===== src/rtl/redmean_color_distance_defines.svh =====
// ---------------------------------------------------------------------------
// Redmean color distance assertion macros
// Shared concurrent-check macros; empty when SYNTH is defined.
// ---------------------------------------------------------------------------
`ifndef REDMEAN_COLOR_DISTANCE_DEFINES_SVH
`define REDMEAN_COLOR_DISTANCE_DEFINES_SVH

`ifndef SYNTH
// Same-cycle implication.
`define RCD_ASSERT_IMPL(label, clk, rst_n, ante, cons) \
  label: assert property (@(posedge clk) disable iff (!rst_n) (ante) |-> (cons)) \
    else $error("redmean_color_distance: check failed");
// Next-cycle implication.
`define RCD_ASSERT_NEXT(label, clk, rst_n, ante, cons) \
  label: assert property (@(posedge clk) disable iff (!rst_n) (ante) |=> (cons)) \
    else $error("redmean_color_distance: check failed");
`else
`define RCD_ASSERT_IMPL(label, clk, rst_n, ante, cons)
`define RCD_ASSERT_NEXT(label, clk, rst_n, ante, cons)
`endif

`endif


===== src/rtl/rcd_pkg.sv =====
// ---------------------------------------------------------------------------
// Redmean color distance package
// Widths and pipeline constants for the redmean distance datapath.
// ---------------------------------------------------------------------------
package rcd_pkg;

  localparam int CHAN_W   = 8;               // color channel
  localparam int SQ_W     = 2 * CHAN_W;      // squared channel difference
  localparam int WGT_W    = 10;              // red/blue weight, 512..767
  localparam int PROD_W   = 26;              // weight times square
  localparam int SUM_W    = 28;              // weighted sum S
  localparam int DIST_W   = 14;              // floor(sqrt(S))
  localparam int TRL_W    = SUM_W + 1;       // square root trial value

  localparam logic [WGT_W-1:0] RED_BASE  = 10'd512;
  localparam logic [WGT_W-1:0] BLUE_BASE = 10'd767;
  localparam int GREEN_SHIFT = 10;           // green weight 1024

  localparam int SQ_STAGES = DIST_W / 2;     // two root bits per stage
  localparam int LATENCY   = 4 + SQ_STAGES;  // start to out_valid
  localparam logic [DIST_W-1:0] DIST_MAX = 14'd12288;

endpackage


===== src/rtl/redmean_color_distance.sv =====
// ---------------------------------------------------------------------------
// Redmean color distance
// Pipelined redmean perceptual distance between two RGB colors, Q.4 result.
// ---------------------------------------------------------------------------
// A transaction is accepted on every clock edge with start high; busy is
// always low, so a new color pair may enter each cycle. Each result appears
// on out_distance_q4 with out_valid high for exactly one cycle, in acceptance
// order. The receiver cannot stall the block. The depth is set by the
// datapath: one stage for the channel differences and red mean, one for
// the squares and weights, one for the weight multiplies, one for the sum,
// and seven square root stages that each settle two bits of the 14-bit
// root. The result is floor(sqrt((512+rmean)*dR^2 + 1024*dG^2 +
// (767-rmean)*dB^2)), which is the redmean distance with four fractional
// bits, truncated.
// ---------------------------------------------------------------------------
`include "redmean_color_distance_defines.svh"

module redmean_color_distance (
  input  logic                         clk,
  input  logic                         rst_n,
  input  logic                         start,
  output logic                         busy,
  input  logic [rcd_pkg::CHAN_W-1:0]   in_tile_red,
  input  logic [rcd_pkg::CHAN_W-1:0]   in_tile_green,
  input  logic [rcd_pkg::CHAN_W-1:0]   in_tile_blue,
  input  logic [rcd_pkg::CHAN_W-1:0]   in_image_red,
  input  logic [rcd_pkg::CHAN_W-1:0]   in_image_green,
  input  logic [rcd_pkg::CHAN_W-1:0]   in_image_blue,
  output logic                         out_valid,
  output logic [rcd_pkg::DIST_W-1:0]   out_distance_q4
);
  import rcd_pkg::*;

  // Never hold off the sender: the pipeline advances every cycle.
  assign busy = 1'b0;

  // -------------------------------------------------------------------------
  // Stage 1: absolute channel differences and truncated red mean
  // -------------------------------------------------------------------------
  logic              s1_vld_r;
  logic [CHAN_W-1:0] s1_dr_r, s1_dg_r, s1_db_r, s1_rmean_r;
  logic [CHAN_W-1:0] s1_dr_nxt, s1_dg_nxt, s1_db_nxt, s1_rmean_nxt;
  logic [CHAN_W:0]   s1_rsum;

  always_comb begin
    s1_dr_nxt = (in_image_red >= in_tile_red) ? (in_image_red - in_tile_red)
                                              : (in_tile_red - in_image_red);
    s1_dg_nxt = (in_image_green >= in_tile_green) ? (in_image_green - in_tile_green)
                                                  : (in_tile_green - in_image_green);
    s1_db_nxt = (in_image_blue >= in_tile_blue) ? (in_image_blue - in_tile_blue)
                                                : (in_tile_blue - in_image_blue);
    s1_rsum      = {1'b0, in_image_red} + {1'b0, in_tile_red};
    s1_rmean_nxt = s1_rsum[CHAN_W:1];
  end

  always_ff @(posedge clk) begin
    if (!rst_n) begin
      s1_vld_r <= 1'b0;
    end else begin
      s1_vld_r <= start;
    end
  end

  always_ff @(posedge clk) begin
    s1_dr_r    <= s1_dr_nxt;
    s1_dg_r    <= s1_dg_nxt;
    s1_db_r    <= s1_db_nxt;
    s1_rmean_r <= s1_rmean_nxt;
  end

  // -------------------------------------------------------------------------
  // Stage 2: squares of the differences, red and blue weights
  // -------------------------------------------------------------------------
  logic             s2_vld_r;
  logic [SQ_W-1:0]  s2_r2_r, s2_g2_r, s2_b2_r;
  logic [WGT_W-1:0] s2_wr_r, s2_wb_r;

  always_ff @(posedge clk) begin
    if (!rst_n) begin
      s2_vld_r <= 1'b0;
    end else begin
      s2_vld_r <= s1_vld_r;
    end
  end

  always_ff @(posedge clk) begin
    s2_r2_r <= SQ_W'(s1_dr_r) * SQ_W'(s1_dr_r);
    s2_g2_r <= SQ_W'(s1_dg_r) * SQ_W'(s1_dg_r);
    s2_b2_r <= SQ_W'(s1_db_r) * SQ_W'(s1_db_r);
    s2_wr_r <= RED_BASE + WGT_W'(s1_rmean_r);
    s2_wb_r <= BLUE_BASE - WGT_W'(s1_rmean_r);
  end

  // -------------------------------------------------------------------------
  // Stage 3: weighted terms
  // -------------------------------------------------------------------------
  logic              s3_vld_r;
  logic [PROD_W-1:0] s3_rt_r, s3_gt_r, s3_bt_r;

  always_ff @(posedge clk) begin
    if (!rst_n) begin
      s3_vld_r <= 1'b0;
    end else begin
      s3_vld_r <= s2_vld_r;
    end
  end

  always_ff @(posedge clk) begin
    s3_rt_r <= PROD_W'(s2_wr_r) * PROD_W'(s2_r2_r);
    s3_bt_r <= PROD_W'(s2_wb_r) * PROD_W'(s2_b2_r);
    s3_gt_r <= PROD_W'(s2_g2_r) << GREEN_SHIFT;
  end

  // -------------------------------------------------------------------------
  // Stage 4 and square root pipeline. Entry 0 holds the sum S; entry k holds
  // the remainder and partial root after k root stages.
  // -------------------------------------------------------------------------
  logic              sq_vld_r  [0:SQ_STAGES];
  logic [SUM_W-1:0]  sq_rem_r  [0:SQ_STAGES];
  logic [DIST_W-1:0] sq_root_r [0:SQ_STAGES];

  always_ff @(posedge clk) begin
    if (!rst_n) begin
      sq_vld_r[0] <= 1'b0;
    end else begin
      sq_vld_r[0] <= s3_vld_r;
    end
  end

  always_ff @(posedge clk) begin
    sq_rem_r[0]  <= SUM_W'(s3_rt_r) + SUM_W'(s3_gt_r) + SUM_W'(s3_bt_r);
    sq_root_r[0] <= '0;
  end

  for (genvar g = 0; g < SQ_STAGES; g++) begin : g_sqrt
    localparam int Hi = DIST_W - 1 - 2 * g;  // upper root bit of this stage
    localparam int Lo = Hi - 1;              // lower root bit of this stage

    logic [TRL_W-1:0]  trial_hi, trial_lo, rem_mid, rem_in;
    logic [DIST_W-1:0] root_mid, root_nxt;
    logic [SUM_W-1:0]  rem_nxt;

    // Try each root bit: keep it if (root + 2^i)^2 still fits under S.
    always_comb begin
      rem_in   = TRL_W'(sq_rem_r[g]);
      trial_hi = (TRL_W'(sq_root_r[g]) << (Hi + 1)) + (TRL_W'(1) << (2 * Hi));
      if (rem_in >= trial_hi) begin
        rem_mid  = rem_in - trial_hi;
        root_mid = sq_root_r[g] | (DIST_W'(1) << Hi);
      end else begin
        rem_mid  = rem_in;
        root_mid = sq_root_r[g];
      end
      trial_lo = (TRL_W'(root_mid) << (Lo + 1)) + (TRL_W'(1) << (2 * Lo));
      if (rem_mid >= trial_lo) begin
        rem_nxt  = SUM_W'(rem_mid - trial_lo);
        root_nxt = root_mid | (DIST_W'(1) << Lo);
      end else begin
        rem_nxt  = SUM_W'(rem_mid);
        root_nxt = root_mid;
      end
    end

    always_ff @(posedge clk) begin
      if (!rst_n) begin
        sq_vld_r[g+1] <= 1'b0;
      end else begin
        sq_vld_r[g+1] <= sq_vld_r[g];
      end
    end

    always_ff @(posedge clk) begin
      sq_rem_r[g+1]  <= rem_nxt;
      sq_root_r[g+1] <= root_nxt;
    end
  end

  // Drive the result strobe straight from the last root stage.
  assign out_valid       = sq_vld_r[SQ_STAGES];
  assign out_distance_q4 = sq_root_r[SQ_STAGES];

  // -------------------------------------------------------------------------
  // Checks
  // -------------------------------------------------------------------------
  `RCD_ASSERT_IMPL(a_fixed_latency, clk, rst_n, out_valid, $past(start, LATENCY))
  `RCD_ASSERT_IMPL(a_root_range, clk, rst_n, out_valid, out_distance_q4 <= DIST_MAX)
  `RCD_ASSERT_NEXT(a_sum_to_root, clk, rst_n, s3_vld_r, sq_vld_r[0])

endmodule

===== config.mk =====
export PLATFORM = sky130hd
export DESIGN_NAME = redmean_color_distance
export DESIGN_NICKNAME = d
export VERILOG_FILES = /design/src/rtl/rcd_pkg.sv /design/src/rtl/redmean_color_distance.sv
export VERILOG_INCLUDE_DIRS = /design/src /design/src/rtl
export SDC_FILE = /design/constraint.sdc
export NUM_CORES = 2
export LEC_CHECK = 0
export BUFFER_PORTS_ARGS = -buffer_cell sky130_fd_sc_hd__buf_2
export CAP_MARGIN = 20
export CORE_MARGIN = 4
export CORE_UTILIZATION = 67
export CTS_CLUSTER_DIAMETER = 100
export DETAILED_ROUTE_END_ITERATION = 7
export GPL_TIMING_DRIVEN = 0
export PLACE_DENSITY = 0.84
export SLEW_MARGIN = 20
export SYNTH_ARGS = -nofsm -noshare
export SYNTH_HDL_FRONTEND = slang
export SYNTH_SLANG_ARGS = --single-unit
export TNS_END_PERCENT = 100

===== constraint.sdc =====
create_clock -name clk -period 11.8 [get_ports clk]
set_input_delay 2.36 -clock clk [delete_from_list [all_inputs] [get_ports clk]]
set_output_delay 2.36 -clock clk [all_outputs]
set_load 0.05 [all_outputs]

Word-level counts from Yosys, hierarchy flattened

Memory sizes are Yosys's and may differ from the RTL's.
Index checks and enable logic that the tools add are counted.

Memories kept: 3
Logic and storage cells: 128
RAM bits: 344
Output and inout port bits: 16
Input bits: 51
Register bits after elaboration: 171

Add/subtract/negate cells: 39
Bitwise operators: 8
Muxes and demuxes: 41
Order comparisons: 17
Multipliers: 5

Memories:

| memory    | depth | bits a word | rd ports | clocked after Yosys merged registers in | wr ports | RTL line                      | RTL |
|---|---|---|---|---|---|---|---|
| sq_rem_r  | 8     | 28          | 7        | 0                                       | 8        | redmean_color_distance.sv:119 | `logic [SUM_W-1:0] sq_rem_r [0:SQ_STAGES];` |
| sq_root_r | 8     | 14          | 8        | 0                                       | 8        | redmean_color_distance.sv:120 | `logic [DIST_W-1:0] sq_root_r [0:SQ_STAGES];` |
| sq_vld_r  | 8     | 1           | 8        | 0                                       | 8        | redmean_color_distance.sv:118 | `logic sq_vld_r [0:SQ_STAGES];` |

Operators by type and width:

| cell                     | count |
|---|---|
| $mux W29                 | 7 |
| $mux W28                 | 7 |
| $mul A10 B16 Y26         | 2 |
| $mul A8 B8 Y16           | 3 |
| $sub A8 B8 Y8            | 6 |
| $mux W8                  | 4 |
| $add A28 B27 Y29 const B | 1 |
| $ge A28 B29 Y1           | 1 |
| $ge A29 B16 Y1           | 1 |
| $ge A29 B18 Y1           | 1 |
| $ge A29 B20 Y1           | 1 |
| $ge A29 B22 Y1           | 1 |
| $ge A29 B24 Y1           | 1 |
| $ge A29 B26 Y1           | 1 |
| $ge A29 B28 Y1           | 1 |
| $sub A28 B17 Y29         | 1 |
| $sub A28 B19 Y29         | 1 |
| $sub A28 B21 Y29         | 1 |
| $sub A28 B23 Y29         | 1 |
| $sub A28 B25 Y29         | 1 |
| $sub A28 B27 Y29         | 1 |
| $sub A28 B29 Y29         | 1 |
| $add A27 B25 Y28 const B | 1 |
| $add A27 B26 Y28         | 1 |
| 44 further kinds         | 63 |

Depth between registers and ports, before layout

An unclocked memory read counts as a cell.

Depth after elaboration: 7
Depth in mapped cells: 24
Mapped depth without buffers: 22

Least setup slack after synthesis

OpenSTA, ideal clock, no wires.

Kind: register -> register
From: register s2_wr_r[3]
To: register s3_rt_r[17]
Period minus slack after synthesis: 5.529 ns
Data required time: 11.728 ns
Arrival time: 5.457 ns
Cell stages (with the launch flop): 24
Setup slack: 6.271 ns
Setup time: 0.072 ns
Buffers on the path: 1
Path through: dfxtp_1 -> clkbuf_1 -> nand2_1 -> fa_1 -> inv_1 -> fa_1 -> inv_1 -> fa_1 -> inv_1 -> fa_1 -> inv_1 -> fa_1 -> inv_1 -> ha_1 -> o21ai_0 -> nand2b_1 -> and3_1 -> a221oi_1 -> o21ai_0 -> o21a_1 -> o21ai_0 -> nand2b_1 -> a21oi_1 -> xnor2_1

Longest elaborated chain between the ends: 1

RTL lines:

| what                   | RTL line                      | RTL |
|---|---|---|
| from (decl)            | redmean_color_distance.sv:76  | `logic [WGT_W-1:0] s2_wr_r, s2_wb_r;` |
| from (signal assigned) | redmean_color_distance.sv:90  | `s2_wr_r <= RED_BASE + WGT_W'(s1_rmean_r);` |
| $mul A10 B16 Y26       | redmean_color_distance.sv:109 | `s3_rt_r <= PROD_W'(s2_wr_r) * PROD_W'(s2_r2_r);` |
| to (signal assigned)   | redmean_color_distance.sv:109 |  |
| to (decl)              | redmean_color_distance.sv:98  | `logic [PROD_W-1:0] s3_rt_r, s3_gt_r, s3_bt_r;` |

No other way between the ends.
A chain may end at the register's enable or synchronous reset.

Final worst setup path

From: register s2_wb_r[3]
To: register s3_bt_r[24]

Longest elaborated chain between the ends: 1

RTL lines:

| what                   | RTL line                      | RTL |
|---|---|---|
| from (decl)            | redmean_color_distance.sv:76  |  |
| from (signal assigned) | redmean_color_distance.sv:91  | `s2_wb_r <= BLUE_BASE - WGT_W'(s1_rmean_r);` |
| $mul A10 B16 Y26       | redmean_color_distance.sv:110 | `s3_bt_r <= PROD_W'(s2_wb_r) * PROD_W'(s2_b2_r);` |
| to (signal assigned)   | redmean_color_distance.sv:110 |  |
| to (decl)              | redmean_color_distance.sv:98  |  |

No other way between the ends.

==> results.cfg <==
[timing]
clock-skew-final_ns = 0.01242
fmax_mhz = 153.0
min_period_ns = 6.538
setup_viol = 0
relSlewSlack_pct = 50.52
min_period_over_period_pct = 55.41
final_max_slew_viol_count = 0
final.setup.tns_ns = 0
hold_ws_ns = 0.3227
grt_setup_unrepaired = no
worst_slew_pin_slew_ns = 0.7326
finalHoldViolCount = 0

[yosys]
synth_cell_types = 90
synth_top_area_cell = dfxtp_1
ys_seq_area_share_pct = 25.19
yosysTopAreaCellShare_pct = 25.19
postSynth.topFlopCell = dfxtp_1
ys_ff_latch = 423
netlist_instances = 3634
async_flop_share_pct = 0
synthTopCellsByArea = dfxtp_1 25%, fa_1 17%, ha_1 16%
syn_area_um2 = 33620
syn_area_per_cell_um2 = 9.252
synth-edff-count = 0
yosys_warnings = 0

[detailed_routing]
wl_met2_um = 35910
top_layer = met4
route.met3.wl_um = 3977
avgViaCountPerCell = 5.688
first_iter_violations = 1374
drt-total-wl_um = 71880
wire_per_inst_um = 16.12
dr_total_vias = 25359
first_pass_iters = 6
drtAntennaViolNets = 0
drcViolationCount = 0
met1Wirelength_um = 29310

[floorplan]
rows = 81
fp.dieH_um = 232.0
core_um2 = 49250
die_w_um = 232.0
io_pins = 67
die_area_um2 = 53830
initial_utilization_pct = 68.26

[placement]
portBuffers = 65
place_congestion = 0.9255
hpwl_um = 56690

[clocking]
clockRootBuffer = clkbuf_16
cts_resized = 0
clock_path_buffers = 3
htree_num_levels = 2
ctsHoldBuffers = 0
worstSkewPairLatency_ns = 0.59
clock_sinks = 423
clk_pin_slew_ns = 0.06
cts_setup_buffers = 0
cts_tree = yes
numCtsBuffers = 46

[worst_setup_path]
path_max_fanout = 10
arrival_ns = 7.01
crit_type = reg2reg
endpoint_kind = register
required_ns = 12.27
cp-start-kind = register

[finish]
nets = 4527
nFillCells = 3516
final_layout_size_suffix_gt1_share_pct = 5.799
antenna_cells = 0
layout_commonest_cell = inv_1
final_cell_mix = 501 x inv_1, 435 x ha_1, 423 x dfxtp_1
area_growth_pct = 8.231

[global_route]
antenna_found_initial = 1
grt_max_degree = 16
grt_util_all_layers_pct = 27.44
grt-ovfl-total = 0
grt_pass1_wl_um = 122600
grt_pass1_vias = 26327

[job]
cap_violations = 0

[run_status]
status = finished, final reports clean

[min_path]
hold_class = reg2reg
[synthesized netlist by cell type (16+ instances only)]
library cell	count
or2_2	17
o21bai_1	40
nor3_1	63
o31ai_1	16
xor2_1	76
a21oi_1	180
nor2b_1	42
o21a_1	51
nor4_1	36
mux2i_1	31
nand2_1	286
nand3_1	29
o21ai_1	24
fa_1	282
dfxtp_1	423
and2_1	197
nor2_1	186
nand4_1	24
o21ai_0	93
clkbuf_1	46
mux2_2	20
a21o_1	59
or3_1	23
a211oi_1	21
ha_1	435
nand2b_1	37
xnor2_1	175
inv_1	501
[routing by layer]
layer	GRT usage, %	vias up
met5	0	-
met4	10.22	0
met3	4.723	183
met2	48.98	685
met1	33.30	12163
li1	-	12328
[through the flow]
stage | instance area [um2] | utilization (%) | worst slack, ns | instances
after floorplan | 33670 | - | 6.271 | 3646
after detailed placement | 34820 | 70.70 | 5.326 | 4375
after global placement | 34820 | 70.70 | 5.490 | 4375
after CTS | 36390 | 73.88 | 5.279 | 4458
after global routing | 36390 | 73.88 | 4.932 | 4458
final | 36390 | 73.88 | 5.262 | 4458
[flip-flops by register name, summed over array words and instances (netlist names)]
register / flops
sq_rem_r: 196
s1_db_r: 8
s1_dr_r: 8
s2_r2_r: 15
s2_wb_r: 8
s1_rmean_r: 8
s3_gt_r: 15
s2_b2_r: 15
s2_wr_r: 8
s2_vld_r: 1
s3_vld_r: 1
s1_vld_r: 1
s2_g2_r: 15
sq_vld_r: 8
s3_bt_r: 26
s3_rt_r: 26
sq_root_r: 56
s1_dg_r: 8
[cells by family after synthesis]
logic type / share of synthesized area (%)
AOI/OAI and AO/OA: 11.83
xor gates and xnor gates: 6.538
and+or+nand+nor: 15.35
DFF: 25.19
buffers and inverters: 6.475
other: 0.01115
muxes: 1.626
adders and majority gates: 32.98
[worst max-delay path, cell delays in order, from the launching register on]
cell and delay (ns):
dfxtp_1 0.49, clkbuf_1 0.44, nand2_1 0.15, fa_1 0.55
inv_1 0.05, fa_1 0.46, ha_1 0.33, fa_1 0.57
inv_1 0.07, fa_1 0.54, inv_1 0.04, ha_1 0.33
nor2b_1 0.14, o21a_1 0.18, o41ai_1 0.61, o311ai_0 0.34
a21o_1 0.28, a41o_1 0.27, o41ai_1 0.36, xnor2_1 0.22
[area by class of cell]
class	count	area (um2)	area share (%)
Buffer	62	274.0	0.7530
Multi-Input combinational cell	2654	23020	63.27
Clock buffer	55	1235	3.393
Timing Repair Buffer	65	325.3	0.8939
Inverter	507	1903	5.230
Tap cell	664	830.8	2.283
Sequential cell	423	8468	23.27
Clock inverter	28	331.6	0.9111
[final timing paths]
check	from	to	slack, ns	cells after the start
worst max-delay path	s2_wb_r[3]$_DFF_P_	s3_bt_r[24]$_DFF_P_	5.26	19
worst min-delay path	s2_g2_r[0]$_DFF_P_	s3_gt_r[10]$_DFF_P_	0.32	0
worst max register to register	s2_wb_r[3]$_DFF_P_	s3_bt_r[24]$_DFF_P_	5.26	19
worst min register to register	s2_g2_r[0]$_DFF_P_	s3_gt_r[10]$_DFF_P_	0.32	0
Power is left out: the tool's default activity adds up to more than one toggle a clock period on the data nets, which glitch-free logic cannot reach.
